==> src/design/ugpb_pkg.sv <==
// Shared constants, codes and types for the uniform grid particle binning unit.
// Used by the channel interfaces, the controller, the datapath and the top level.
package ugpb_pkg;

  localparam int CELL_COUNT = 4096;
  localparam int SLOTS      = 16;
  localparam int ID_BITS    = 16;

  localparam int CELL_W = $clog2(CELL_COUNT);
  localparam int SLOT_W = $clog2(SLOTS);
  localparam int CNT_W  = $clog2(SLOTS + 1);

  localparam int OP_W       = 2;
  localparam int POS_W      = 32;
  localparam int PID_W      = 16;
  localparam int SEL_W      = 4;
  localparam int CELL_NUM_W = 12;
  localparam int COUNT_W    = 5;
  localparam int SLOTV_W    = 16;
  localparam int STATUS_W   = 2;

  localparam int CFG_IDX_W  = 3;
  localparam int CFG_DATA_W = 32;
  localparam int DIM_W      = 7;
  localparam int IDX_W      = 2 * DIM_W;
  localparam int PROD_W     = 2 * POS_W;

  localparam logic [OP_W-1:0] OP_REGISTER   = 2'd0;
  localparam logic [OP_W-1:0] OP_UNREGISTER = 2'd1;
  localparam logic [OP_W-1:0] OP_CLEAR      = 2'd2;
  localparam logic [OP_W-1:0] OP_READ       = 2'd3;

  localparam logic [STATUS_W-1:0] ST_OK        = 2'd0;
  localparam logic [STATUS_W-1:0] ST_OOR       = 2'd1;
  localparam logic [STATUS_W-1:0] ST_FULL      = 2'd2;
  localparam logic [STATUS_W-1:0] ST_NOT_FOUND = 2'd3;

  localparam logic [CFG_IDX_W-1:0] CFG_GRID_MIN_X = 3'd0;
  localparam logic [CFG_IDX_W-1:0] CFG_GRID_MIN_Y = 3'd1;
  localparam logic [CFG_IDX_W-1:0] CFG_INV_CELL   = 3'd2;
  localparam logic [CFG_IDX_W-1:0] CFG_COLS       = 3'd3;
  localparam logic [CFG_IDX_W-1:0] CFG_ROWS       = 3'd4;

  localparam logic [POS_W-1:0] INV_CELL_RESET = 32'd65536;
  localparam logic [DIM_W-1:0] DIM_RESET      = 7'd64;

  typedef enum logic [3:0] {
    S_INIT,
    S_IDLE,
    S_DIFFX,
    S_MULX,
    S_MULY,
    S_TAKEY,
    S_CELL,
    S_CNT,
    S_DISPATCH,
    S_RDSLOT,
    S_SCAN,
    S_MOVE,
    S_CLEAR,
    S_DONE
  } ugpb_state_t;

  typedef enum logic [2:0] {
    RES_NONE,
    RES_BAD,
    RES_CLEAR,
    RES_REG,
    RES_READ,
    RES_NF,
    RES_UNREG
  } ugpb_res_t;

  typedef struct packed {
    logic      load_in;
    logic      diff_x;
    logic      diff_y;
    logic      mul;
    logic      take_x;
    logic      take_y;
    logic      cell_calc;
    logic      reg_wr;
    logic      scan_start;
    logic      scan_step;
    logic      last_rd;
    logic      move_wr;
    logic      sweep;
    ugpb_res_t res;
    logic      out_load;
  } ugpb_cmd_t;

  typedef struct packed {
    logic [OP_W-1:0] op;
    logic            bad;
    logic            scan_hit;
    logic            scan_done;
    logic            sweep_last;
  } ugpb_stat_t;

endpackage

==> src/design/ugpb_ctrl.sv <==
// Controller state machine of the binning unit: sequences one request at a time.
// Drives ugpb_pkg::ugpb_cmd_t to the datapath and reads ugpb_pkg::ugpb_stat_t back.
module ugpb_ctrl (
  input  logic                 clk,
  input  logic                 rst_n,
  input  logic                 in_valid,
  output logic                 in_ready,
  output logic                 out_valid,
  input  logic                 out_ready,
  input  ugpb_pkg::ugpb_stat_t stat,
  output ugpb_pkg::ugpb_cmd_t  cmd
);

  ugpb_pkg::ugpb_state_t state_r, state_nxt;
  logic                  out_valid_r, out_valid_nxt;
  logic                  out_free;

  assign out_free  = !out_valid_r || out_ready;
  assign in_ready  = (state_r == ugpb_pkg::S_IDLE);
  assign out_valid = out_valid_r;

  always_ff @(posedge clk) begin
    if (!rst_n) begin
      state_r     <= ugpb_pkg::S_INIT;
      out_valid_r <= 1'b0;
    end else begin
      state_r     <= state_nxt;
      out_valid_r <= out_valid_nxt;
    end
  end

  always_comb begin
    state_nxt = state_r;
    case (state_r)
      ugpb_pkg::S_INIT: begin
        if (stat.sweep_last) state_nxt = ugpb_pkg::S_IDLE;
      end
      ugpb_pkg::S_IDLE: begin
        if (in_valid) state_nxt = ugpb_pkg::S_DIFFX;
      end
      ugpb_pkg::S_DIFFX: begin
        if (stat.op == ugpb_pkg::OP_CLEAR) state_nxt = ugpb_pkg::S_CLEAR;
        else state_nxt = ugpb_pkg::S_MULX;
      end
      ugpb_pkg::S_MULX:  state_nxt = ugpb_pkg::S_MULY;
      ugpb_pkg::S_MULY:  state_nxt = ugpb_pkg::S_TAKEY;
      ugpb_pkg::S_TAKEY: state_nxt = ugpb_pkg::S_CELL;
      ugpb_pkg::S_CELL:  state_nxt = ugpb_pkg::S_CNT;
      ugpb_pkg::S_CNT: begin
        if (stat.bad) state_nxt = ugpb_pkg::S_DONE;
        else state_nxt = ugpb_pkg::S_DISPATCH;
      end
      ugpb_pkg::S_DISPATCH: begin
        case (stat.op)
          ugpb_pkg::OP_UNREGISTER: state_nxt = ugpb_pkg::S_SCAN;
          ugpb_pkg::OP_READ:       state_nxt = ugpb_pkg::S_RDSLOT;
          default:                 state_nxt = ugpb_pkg::S_DONE;
        endcase
      end
      ugpb_pkg::S_RDSLOT: state_nxt = ugpb_pkg::S_DONE;
      ugpb_pkg::S_SCAN: begin
        if (stat.scan_hit) state_nxt = ugpb_pkg::S_MOVE;
        else if (stat.scan_done) state_nxt = ugpb_pkg::S_DONE;
      end
      ugpb_pkg::S_MOVE: state_nxt = ugpb_pkg::S_DONE;
      ugpb_pkg::S_CLEAR: begin
        if (stat.sweep_last) state_nxt = ugpb_pkg::S_DONE;
      end
      ugpb_pkg::S_DONE: begin
        if (out_free) state_nxt = ugpb_pkg::S_IDLE;
      end
      default: state_nxt = ugpb_pkg::S_INIT;
    endcase
  end

  always_comb begin
    cmd = '0;
    case (state_r)
      ugpb_pkg::S_INIT:  cmd.sweep = 1'b1;
      ugpb_pkg::S_IDLE:  cmd.load_in = in_valid;
      ugpb_pkg::S_DIFFX: cmd.diff_x = 1'b1;
      ugpb_pkg::S_MULX: begin
        cmd.diff_y = 1'b1;
        cmd.mul    = 1'b1;
      end
      ugpb_pkg::S_MULY: begin
        cmd.mul    = 1'b1;
        cmd.take_x = 1'b1;
      end
      ugpb_pkg::S_TAKEY: cmd.take_y = 1'b1;
      ugpb_pkg::S_CELL:  cmd.cell_calc = 1'b1;
      ugpb_pkg::S_CNT: begin
        cmd.scan_start = 1'b1;
        if (stat.bad) cmd.res = ugpb_pkg::RES_BAD;
      end
      ugpb_pkg::S_DISPATCH: begin
        case (stat.op)
          ugpb_pkg::OP_REGISTER: begin
            cmd.reg_wr = 1'b1;
            cmd.res    = ugpb_pkg::RES_REG;
          end
          ugpb_pkg::OP_UNREGISTER: cmd.scan_step = 1'b1;
          default: ;
        endcase
      end
      ugpb_pkg::S_RDSLOT: cmd.res = ugpb_pkg::RES_READ;
      ugpb_pkg::S_SCAN: begin
        if (stat.scan_hit) cmd.last_rd = 1'b1;
        else if (stat.scan_done) cmd.res = ugpb_pkg::RES_NF;
        else cmd.scan_step = 1'b1;
      end
      ugpb_pkg::S_MOVE: begin
        cmd.move_wr = 1'b1;
        cmd.res     = ugpb_pkg::RES_UNREG;
      end
      ugpb_pkg::S_CLEAR: begin
        cmd.sweep = 1'b1;
        if (stat.sweep_last) cmd.res = ugpb_pkg::RES_CLEAR;
      end
      ugpb_pkg::S_DONE: cmd.out_load = out_free;
      default: ;
    endcase
  end

  always_comb begin
    out_valid_nxt = out_valid_r;
    if (cmd.out_load) out_valid_nxt = 1'b1;
    else if (out_ready) out_valid_nxt = 1'b0;
  end

endmodule

==> config.mk <==
export PLATFORM = sky130hd
export DESIGN_NAME = ugpb_ctrl
export DESIGN_NICKNAME = d
export VERILOG_FILES = /design/src/design/ugpb_pkg.sv /design/src/design/ugpb_ctrl.sv
export SDC_FILE = /design/constraint.sdc
export NUM_CORES = 1
export LEC_CHECK = 0
export BUFFER_PORTS_ARGS = -buffer_cell sky130_fd_sc_hd__buf_2
export CAP_MARGIN = 20
export CORE_AREA = 2 2 39 41
export DETAILED_ROUTE_END_ITERATION = 12
export DIE_AREA = 0 0 41 43
export PLACE_DENSITY = 0.79
export SYNTH_ARGS = -nofsm -noshare
export SYNTH_HDL_FRONTEND = slang
export SYNTH_SLANG_ARGS = --single-unit
==> constraint.sdc <==
create_clock -name clk -period 3.2 [get_ports clk]
set_input_delay 0.64 -clock clk [delete_from_list [all_inputs] [get_ports clk]]
set_output_delay 0.64 -clock clk [all_outputs]
set_load 0.005 [all_outputs]
**Word-level counts from Yosys, hierarchy flattened**

Index checks and enable logic that the tools add are counted.

- Register bits: 5
- Bits in latches: 0
- Bits in writable memories: 0
- Bits in read-only memories: 0
- Input port bits: 10
- Word-level logic and storage cells: 69
- Memories: 0

- Add/subtract/negate cells: 0
- $mul: 0
- Divide/modulo/power cells: 0
- $lt $le $gt $ge: 0
- Eq/ne operators: 21
- Shift-type cells: 0
- Multiplexer cells: 37
- Bitwise operators: 0
- Reductions and logical operators: 9

Operators with widths:

| operator | count |
|---|---|
| 4-bit one-hot mux with 13 select lines | 1 |
| 4-bit two-way mux | 7 |
| 4-bit equality test (second input constant) | 6 |
| 1-bit two-way mux | 21 |
| 3-bit one-hot mux with 6 select lines | 1 |
| 4-bit by 3-bit equality test with 1-bit output (second input constant) | 4 |
| 3-bit two-way mux | 3 |
| 4-bit by 2-bit equality test with 1-bit output (second input constant) | 2 |
| 2-bit != test (second input constant) | 4 |
| 3-bit one-hot mux with 2 select lines | 1 |
| 2-bit OR reduction | 3 |
| 5-bit AND reduction | 1 |
| 2-bit equality test (second input constant) | 2 |
| 4-bit by 1-bit equality test with 1-bit output (second input constant) | 1 |
| 4-bit zero test | 1 |
| 2-bit two-way mux | 2 |
| 3-bit != test (second input constant) | 1 |
| 2-bit by 1-bit equality test with 1-bit output (second input constant) | 1 |
| 2-bit zero test | 1 |
| 1-bit one-hot mux with 2 select lines | 1 |
| 2-bit nonzero test | 1 |
| 1-bit zero test | 1 |
| 1-bit logical OR | 1 |

**Logic depth before layout (Yosys ltp)**

Gate-level depths: netlist of the first run.

- Depth in word-level cells: 4
- Depth in mapped cells: 6
- Gate-level depth less buffers: 5

**Least setup slack after synthesis of the first run**

Ideal clock, no wire load.

- Path type: flip-flop to output port
- From: register state_r[3]
- To: output cmd[13] (netlist name)
- Arrival: 1166 ps
- Data required time: 2560 ps
- Path slack: 1394 ps
- Stages on the path, launching flop included: 5
- Path through: dfxtp_1 buf_2 buf_1 nor3_1 or2_2

RTL lines:

| item | line | source |
|---|---|---|
| start, declared | ugpb_ctrl.sv:14 | `ugpb_pkg::ugpb_state_t state_r, state_nxt;` |
| start signal, assigned | ugpb_ctrl.sv:24 | `state_r <= ugpb_pkg::S_INIT;` |
| start signal, assigned | ugpb_ctrl.sv:27 | `state_r <= state_nxt;` |
| end, declared | ugpb_ctrl.sv:11 | `output ugpb_pkg::ugpb_cmd_t cmd` |

==> out/qor.yml, run 1 <==
power_density_nw_per_um2: 676
finalSetupTns_ns: 0
cts-root-buf: "clkbuf_4"
finalCriticalPeriod_ns: 2.41
grt_overflow: 0
synth_area_um2: 599
slowest_stage: "dfxtp_1"
io_buffers: 28
r2r-start: "state_r[3]$_SDFFE_PN0P_"
slowest_delay_ns: 0.71
max_freq_mhz: 414
grt_max_degree: 22
wl_met1_um: 689
grt_pass1_vias: 596
whs_path_depth: 2
cts_resized: 0
wl_per_cell_um: 11.8
cts_max_path_buffers: 2
p_int_uw: 266
path_buf_inv: 1
synthTopCellsByArea: "dfxtp_1 (17%), nor2_1 (10%), nor2b_1 (5.2%)"
core_region_area_um2: 1380
ys_types: 38
crit_chain: "nand2b_1 -> nor2_1 -> or2_2 -> buf_2"
netlist_instances: 92
cts_setup_buffers: 0
die_area_um2: 1760
power_uw: 505
dr.pass1.iters: 4
setup_viol: 0
cp-end-kind: "output port"
worstPathRequired_ns: 2.56
wl_met3_um: 67
worstMarginPinSlew_ns: 0.629
wl_um: 1580
relSlewSlack_pct: 58.0
synth-warning-count: 0
synth_edf_count: 0
worst_r2r_path_depth: 4
hold_start: "out_valid$_SDFFE_PN0P_"
async_reset_ff_share_pct: 0
syn_avg_cell_area_um2: 6.51
period_share_pct: 75.4
r2r_end: "state_r[3]$_SDFFE_PN0P_"
worst_slack_ns: 0.787
nNetsFinal: 128
initial_core_util_pct: 43.3
finalCoreUtilization_pct: 54.0
preCtsSetupSlack_ns: 1.06
holdPathEnd: "out_valid$_SDFFE_PN0P_"
p_clk_share_pct: 13.8
syn-num-nets: 102
peakVddDrop_uv: 438
finalHoldViolCount: 0
gp_congestion: 0.859
power_switching_share_pct: 47.2
ff2ff_setup_slack_ns: 1.14
num_rows: 14
yosysSeqAreaShare_pct: 16.7
synthMostInstantiatedCell: "nor2_1"
cts-buffers-inserted: 3
multi_input_area_um2: 442
die_h_um: 43
startpoint_type: "flip-flop"
hold_class: "flip-flop to flip-flop"
top_layer_used: "met4"
antenna_cells: 0
finalMaxSlewViolations: 0
drtIter0Drc: 13
num_io_pins: 29
cellLeakagePower_nw: 0.388
ys_ff_latch: 5
grt_usage_pct: 19.6
p_comb_share_pct: 56.7
via_per_inst: 5.55
critPathTopFamily: "flip-flops"
synth_top_area_share_pct: 16.7
yosys.area.top_type: "dfxtp_1"
crit_arrival_ns: 1.77
critPathKind: "flip-flop to output port"
cap_violations: 0
drc: 0
rsz0062_at_grt: "no"
synth_top_flop_cell: "dfxtp_1"
clock_skew_ns: 0.00160
die_x_um: 41
grt_pass1_wl_um: 2450
clock_sinks: 5
clkLatencyLatePin_ns: 0.24
antenna_found_initial: 0
synthTopCellsByCount: "nor2_1 (16), nand2_1 (8), dfxtp_1 (5), nor2b_1 (5)"
switchingPower_uw: 238
crit_fanout: 21
status: "finished, final reports clean"
cts_hold_buffers: 0
drive_gt1_share_pct: 31.6
synthToLayoutAreaGrowth_pct: 24.6
wl_met2_um: 802
place_hpwl_um: 1220
p_seq_share_pct: 29.5
vias: 738
cts_tree: "done"
ant_nets: 0
h-tree-depth: 1
register_area_um2: 100
fillers: 142
clk_pin_slew_ns: 0.04
cell families (layout without fill, tap and decap cells):
family	Yosys count	after routing	share of synthesized area, %
buf+inv	12	37	9.60
compound gates	20	20	23.8
flops	5	5	16.7
simple gates	55	55	49.9
tightest hold or removal path, cell delays in order, from the launching register on:
cell,delay (ns)
dfxtp_1,0.30
nand2b_1,0.10
a21boi_0,0.08
flip-flops by register name, summed over array words and instances (netlist names):
signal	cells
state_r	4
out_valid	1
metal layers:
layer / track usage (%) / vias to the layer above
met5: 0 / -
met4: 7.33 / 0
met3: 3.66 / 2
met2: 30.6 / 17
met1: 25.6 / 348
li1: - / 371
area by class of cell:
cell class              count  area share (%)
flip-flops and latches      5            13.4
well taps                  16            2.68
inverters                   5            2.51
multi-input cells          75            59.1
repair buffers             28            18.8
clock buffers               4            3.52
layout by cell type, fill, tap and decap left out, types with 2 or more instances in the layout:
master,n
and3_1,2
or2_2,2
nor3_1,4
a31oi_1,3
buf_2,28
o21ai_0,2
a21oi_1,4
nor2b_1,5
nand2b_1,4
nand4bb_1,2
or2b_1,3
nor2_1,16
clkbuf_4,3
dfxtp_1,5
inv_1,4
nand2_1,8
worst max-delay path by stage:
stage	start	end	slack, ns	depth (start not counted)
6_report	state_r[3]$_SDFFE_PN0P_	cmd[13]	0.79	4
5_1_grt	state_r[3]$_SDFFE_PN0P_	cmd[13]	0.67	4
4_1_cts	state_r[3]$_SDFFE_PN0P_	cmd[13]	0.80	4
3_5_place_dp	state_r[3]$_SDFFE_PN0P_	cmd[13]	1.06	4
3_3_place_gp	state_r[3]$_SDFFE_PN0P_	cmd[13]	1.09	4
2_1_floorplan	state_r[3]$_SDFFE_PN0P_	cmd[13]	1.39	4
metrics by stage:
step	cell area (um^2)	cells	hold WS [ns]
floorplan	599	92	0.510
global placement	721	129	0.521
detailed placement	721	129	0.537
CTS	747	133	0.543
global route	747	133	0.605
finish	747	133	0.535
power by group through the flow:
stage / registers, mW / logic [mW] / clock network (mW)
global placement: 0.145 / 0.280 / 0
finish: 0.149 / 0.286 / 0.0696
CTS: 0.144 / 0.286 / 0.0739
floorplan: 0.0963 / 0.258 / 0
global route: 0.155 / 0.317 / 0.0777
detailed placement: 0.146 / 0.285 / 0
(Power assumes the default switching activity.)
==> run 2, diff against run 1 <==
Settings changed: CORE_AREA 2 2 39 41 to unset, CORE_UTILIZATION set to 40, DIE_AREA 0 0 41 43 to unset, PLACE_DENSITY 0.79 to 0.75.
Clock period 3.2 ns to 2 ns, I/O delays scaled along.
==> out/qor.yml, run 2 (same netlist as run 1, synthesis figures left out) <==
cts_setup_buffers: 0  # unchanged
cp-end-kind: "output port"  # unchanged
initial_core_util_pct: 44.4  # was 43.3%
clock_sinks: 5  # unchanged
status: "finished, final reports clean"  # unchanged
p_seq_share_pct: 25.4  # was 29.5%
layout_common_cells: "buf_2 (28), nor2_1 (16), nand2_1 (8), nor2b_1 (5)"  # was buf_2 (28), nor2_1 (16), nand2_1 (8), nor2b_1 (5), dfxtp_1 (5)
dr.pass1.iters: 4  # unchanged
grt_pass1_wl_um: 2240  # was 2450 um
die_area_um2: 1660  # was 1760 um^2
relSlewSlack_pct: 70.2  # was 58.0%
rsz0062_at_grt: "no"  # unchanged
place_area_um2: 742  # was 721 um^2
cts_tree: "done"  # unchanged
nNetsFinal: 131  # was 128
worst_slack_ns: 0.101  # was 0.787 ns
finalHoldViolCount: 0  # unchanged
worstMarginPinSlew_ns: 0.445  # was 0.629 ns
whs_ns: 0.439  # was 0.535 ns
cts-buffers-inserted: 3  # unchanged
hold_class: "input pin to flip-flop"  # was flip-flop to flip-flop
clkLatencyLatePin_ns: 0.25  # was 0.24 ns
clk_pin_slew_ns: 0.05  # was 0.04 ns
cellLeakagePower_nw: 0.404  # was 0.388 nW
h-tree-depth: 1  # unchanged
finalSetupTns_ns: 0  # unchanged
drc: 0  # unchanged
switchingPower_uw: 391  # was 238 uW
startpoint_type: "flip-flop"  # unchanged
finalMaxSlewViolations: 0  # unchanged
preCtsSetupSlack_ns: 0.211  # was 1.06 ns
worstPathRequired_ns: 1.60  # was 2.56 ns
wl_per_cell_um: 11.6  # was 11.8 um
antenna_found_initial: 0  # unchanged
max_flop_register: "state_r"  # unchanged
clock_skew_ns: 0.00549  # was 0.00160 ns
place_hpwl_um: 1210  # was 1220 um
crit_arrival_ns: 1.50  # was 1.77 ns
drtIter0Drc: 19  # was 13
antenna_cells: 0  # unchanged
num_io_pins: 29  # unchanged
cts-root-buf: "clkbuf_4"  # unchanged
gp_congestion: 0.862  # was 0.859
die_h_um: 40.7  # was 43 um
grt_usage_pct: 20.7  # was 19.6%
fillers: 132  # was 142
cap_violations: 0  # unchanged
io_buffers: 28  # unchanged
grt_max_degree: 18  # was 22
num_rows: 13  # was 14
wl_um: 1560  # was 1580 um
final_common_cell: "buf_2"  # unchanged
power_uw: 845  # was 505 uW
vias: 740  # was 738
via_per_inst: 5.48  # was 5.55
p_clk_share_pct: 14.2  # was 13.8%
cts_max_path_buffers: 2  # unchanged
power_switching_share_pct: 46.2  # was 47.2%
critPathKind: "flip-flop to output port"  # unchanged
power_density_nw_per_um2: 1100  # was 676 nW/um^2
finalCriticalPeriod_ns: 1.90
ant_nets: 0  # unchanged
setup_viol: 0  # unchanged
fin_area_um2: 771  # was 747 um^2
drive_gt1_share_pct: 35.0  # was 31.6%
grt_overflow: 0  # unchanged
grt_pass1_vias: 543  # was 596
peakVddDrop_uv: 775  # was 438 uV
die_x_um: 40.7  # was 41 um
largest_reg_flops: 4  # unchanged
synthToLayoutAreaGrowth_pct: 28.6  # was 24.6%
crit_fanout: 10  # was 21
p_comb_share_pct: 60.4  # was 56.7%
max_freq_mhz: 527
period_share_pct: 94.9
p_int_uw: 454  # was 266 uW
core_region_area_um2: 1350  # was 1380 um^2
[run 2: cell types whose count changed in the layout (fill, tap and decap cells not counted)]
cell / previous run / this run
dfxtp_2: 0 / 2
dfxtp_1: 5 / 3
buf_4: 0 / 3
[run 2: layout make-up]
class / count / area, um^2 / share of cell area [%]
Inverter: 5 / 18.8 / 2.44
Tap cell: 15 / 18.8 / 2.44
Sequential cell: 5 / 103 / 13.3
Timing Repair Buffer: 31 / 163 / 21.1
Clock buffer: 4 / 26.3 / 3.41
Multi-Input combinational cell: 75 / 442 / 57.3
[run 2: power groups by stage]
| stage | combinational [mW] | clock, mW | sequential, mW |
|---|---|---|---|
| 6_report | 0.511 | 0.120 | 0.215 |
| 5_1_grt | 0.560 | 0.133 | 0.226 |
| 4_1_cts | 0.507 | 0.124 | 0.210 |
| 3_5_place_dp | 0.506 | 0 | 0.209 |
| 3_3_place_gp | 0.505 | 0 | 0.209 |
| 2_1_floorplan | 0.413 | 0 | 0.154 |
[run 2: worst max-delay path, stage by stage (launching register included)]
cell      delay [ns]
dfxtp_1         0.47
nand2b_1        0.29
nor2_1          0.09
or2_2           0.27
buf_2           0.12
[run 2: final timing paths]
| path | startpoint | end | slack, ns | cells after the start |
|---|---|---|---|---|
| worst max-delay path | state_r[3]$_SDFFE_PN0P_ | cmd[13] | 0.10 | 4 |
| worst min-delay path | rst_n | state_r[0]$_SDFFE_PN0P_ | 0.44 | 2 |
| worst max register to register | state_r[3]$_SDFFE_PN0P_ | state_r[3]$_SDFFE_PN0P_ | 0.26 | 4 |
| worst min register to register | out_valid$_SDFFE_PN0P_ | out_valid$_SDFFE_PN0P_ | 0.52 | 2 |
[run 2: per-stage QoR]
| stage | util (%) | instances |
|---|---|---|
| detailed placement | 55.0 | 131 |
| floorplan | - | 92 |
| global route | 57.1 | 135 |
| global placement | 55.0 | 131 |
| CTS | 57.0 | 135 |
| finish | 57.1 | 135 |
[run 2: repair_timing]
item / CTS / global route
hold endpoints to repair: 0 / 0
resized for setup: 1 / 1
hold buffers: 0 / 0
setup endpoints to repair: 1 / 4
[run 2: layer usage]
layer / wire [um] / vias up / global-route usage, % / share of wire (%)
li1: - / 382 / - / -
met1: 734 / 330 / 27.0 / 47
met2: 718 / 26 / 31.0 / 46
met3: 103 / 2 / 8.15 / 6.6
met4: 6 / 0 / 6.67 / 0.38
met5: 0 / - / 0 / 0
==> run 3, diff against run 2 <==
==> constraint.sdc (replaced) <==
create_clock -name clk -period 2 [get_ports clk]
set_input_delay 0.4 -clock clk [delete_from_list [all_inputs] [get_ports clk]]
set_output_delay 0.4 -clock clk [all_outputs]
set_load 0.01 [all_outputs]
==> out/qor.yml, run 3 (same netlist as run 1, synthesis figures left out) <==
initial_core_util_pct: 44.4  # unchanged
clk_pin_slew_ns: 0.04  # was 0.05 ns
wl_met2_um: 825  # was 718 um
grt_usage_pct: 22.0  # was 20.7%
cellLeakagePower_nw: 0.410  # was 0.404 nW
cts_max_path_buffers: 2  # unchanged
p_int_uw: 453  # was 454 uW
wl_per_cell_um: 12.1  # was 11.6 um
finalMaxSlewViolations: 0  # unchanged
place_area_um2: 742  # unchanged
crit_arrival_ns: 1.48  # was 1.50 ns
core_region_area_um2: 1350  # unchanged
die_x_um: 40.7  # unchanged
grt_overflow: 0  # unchanged
fin_area_um2: 782  # was 771 um^2
vias: 732  # was 740
p_comb_share_pct: 60.0  # was 60.4%
grt_max_degree: 16  # was 18
setup_viol: 0  # unchanged
rsz0062_at_grt: "no"  # unchanged
startpoint_type: "flip-flop"  # unchanged
gp_congestion: 0.844  # was 0.862
switchingPower_uw: 416  # was 391 uW
p_clk_share_pct: 14.2  # about the same
wl_um: 1630  # was 1560 um
drc: 0  # unchanged
via_per_inst: 5.42  # was 5.48
synthToLayoutAreaGrowth_pct: 30.5  # was 28.6%
die_h_um: 40.7  # unchanged
wl_met1_um: 726  # was 734 um
p_seq_share_pct: 25.8  # was 25.4%
relSlewSlack_pct: 71.1  # was 70.2%
final_common_cell: "buf_2"  # unchanged
num_io_pins: 29  # unchanged
antenna_found_initial: 0  # unchanged
cts-buffers-inserted: 3  # unchanged
period_share_pct: 94.2  # was 94.9%
cap_violations: 0  # unchanged
nNetsFinal: 131  # unchanged
io_buffers: 28  # unchanged
cts-root-buf: "clkbuf_4"  # unchanged
layout_common_cells: "buf_2 (28), nor2_1 (16), nand2_1 (8), nor2b_1 (5)"  # unchanged
hold_class: "input pin to flip-flop"  # unchanged
wl_met3_um: 60  # was 103 um
top_layer_used: "met4"  # unchanged
antenna_cells: 0  # unchanged
finalCriticalPeriod_ns: 1.88  # was 1.90 ns
h-tree-depth: 1  # unchanged
finalHoldViolCount: 0  # unchanged
worstMarginPinSlew_ns: 0.433  # was 0.445 ns
clock_skew_ns: 0.00420  # was 0.00549 ns
cp-end-kind: "output port"  # unchanged
grt_pass1_vias: 575  # was 543
drtIter0Drc: 39  # was 19
largest_reg_flops: 4  # unchanged
critPathKind: "flip-flop to output port"  # unchanged
power_density_nw_per_um2: 1110  # was 1100 nW/um^2
max_flop_register: "state_r"  # unchanged
num_rows: 13  # unchanged
status: "finished, final reports clean"  # unchanged
dr.pass1.iters: 4  # unchanged
grt_pass1_wl_um: 2380  # was 2240 um
finalSetupTns_ns: 0  # unchanged
cts_tree: "done"  # unchanged
drive_gt1_share_pct: 37.5  # was 35.0%
place_hpwl_um: 1280  # was 1210 um
peakVddDrop_uv: 590  # was 775 uV
cts_hold_buffers: 0  # unchanged
die_area_um2: 1660  # unchanged
power_switching_share_pct: 47.9  # was 46.2%
max_freq_mhz: 531  # was 527 MHz
ant_nets: 0  # unchanged
worstPathRequired_ns: 1.60  # about the same
clkLatencyLatePin_ns: 0.25  # about the same
crit_fanout: 14  # was 10
clock_sinks: 5  # unchanged
[run 3: final timing paths]
check	startpoint	to	slack [ns]	cells after the start
worst max register to register	state_r[0]$_SDFFE_PN0P_	state_r[3]$_SDFFE_PN0P_	0.35	4
worst min-delay path	rst_n	state_r[0]$_SDFFE_PN0P_	0.44	2
worst min register to register	out_valid$_SDFFE_PN0P_	out_valid$_SDFFE_PN0P_	0.54	2
worst max-delay path	state_r[0]$_SDFFE_PN0P_	cmd[7]	0.12	4
[run 3: routing by layer]
layer,global-route usage (%),vias up
li1,-,379
met1,28.4,324
met2,36.5,27
met3,1.63,2
met4,10.8,0
met5,0,-
[run 3: power groups by stage]
stage          sequential [mW]  clock (mW)  combinational [mW]
6_report                 0.224       0.123               0.521
5_1_grt                  0.231       0.135               0.583
2_1_floorplan            0.154           0               0.440
3_3_place_gp             0.213           0               0.511
3_5_place_dp             0.214           0               0.514
4_1_cts                  0.217       0.130               0.515
[run 3: critical path: stages (launching register included)]
cell and delay [ns]:
dfxtp_2 0.46, nand4bb_1 0.27, nor3_4 0.08, or2_2 0.29, buf_2 0.14
[run 3: cell type report]
class | instances | area, um^2
fillers | 138 | 568
multi-input cells | 75 | 450
repair buffers | 31 | 163
flip-flops and latches | 5 | 105
clock buffers | 4 | 26.3
inverters | 5 | 18.8
well taps | 15 | 18.8
[run 3: metrics by stage]
stage	setup WS (ns)	hold WS [ns]	cells	utilization, %	power [mW]
after global placement	0.248	0.526	131	55.0	0.724
after detailed placement	0.179	0.546	131	55.0	0.728
after floorplan	0.298	0.528	92	-	0.595
after global routing	0.0107	0.449	135	57.9	0.949
final	0.116	0.440	135	57.9	0.868
after CTS	0.0595	0.433	135	57.1	0.863
[run 3: what timing repair did]
action	4_1_cts	5_1_grt
setup endpoints to repair	2	3
buffers inserted	0	0
gates resized for setup	2	5
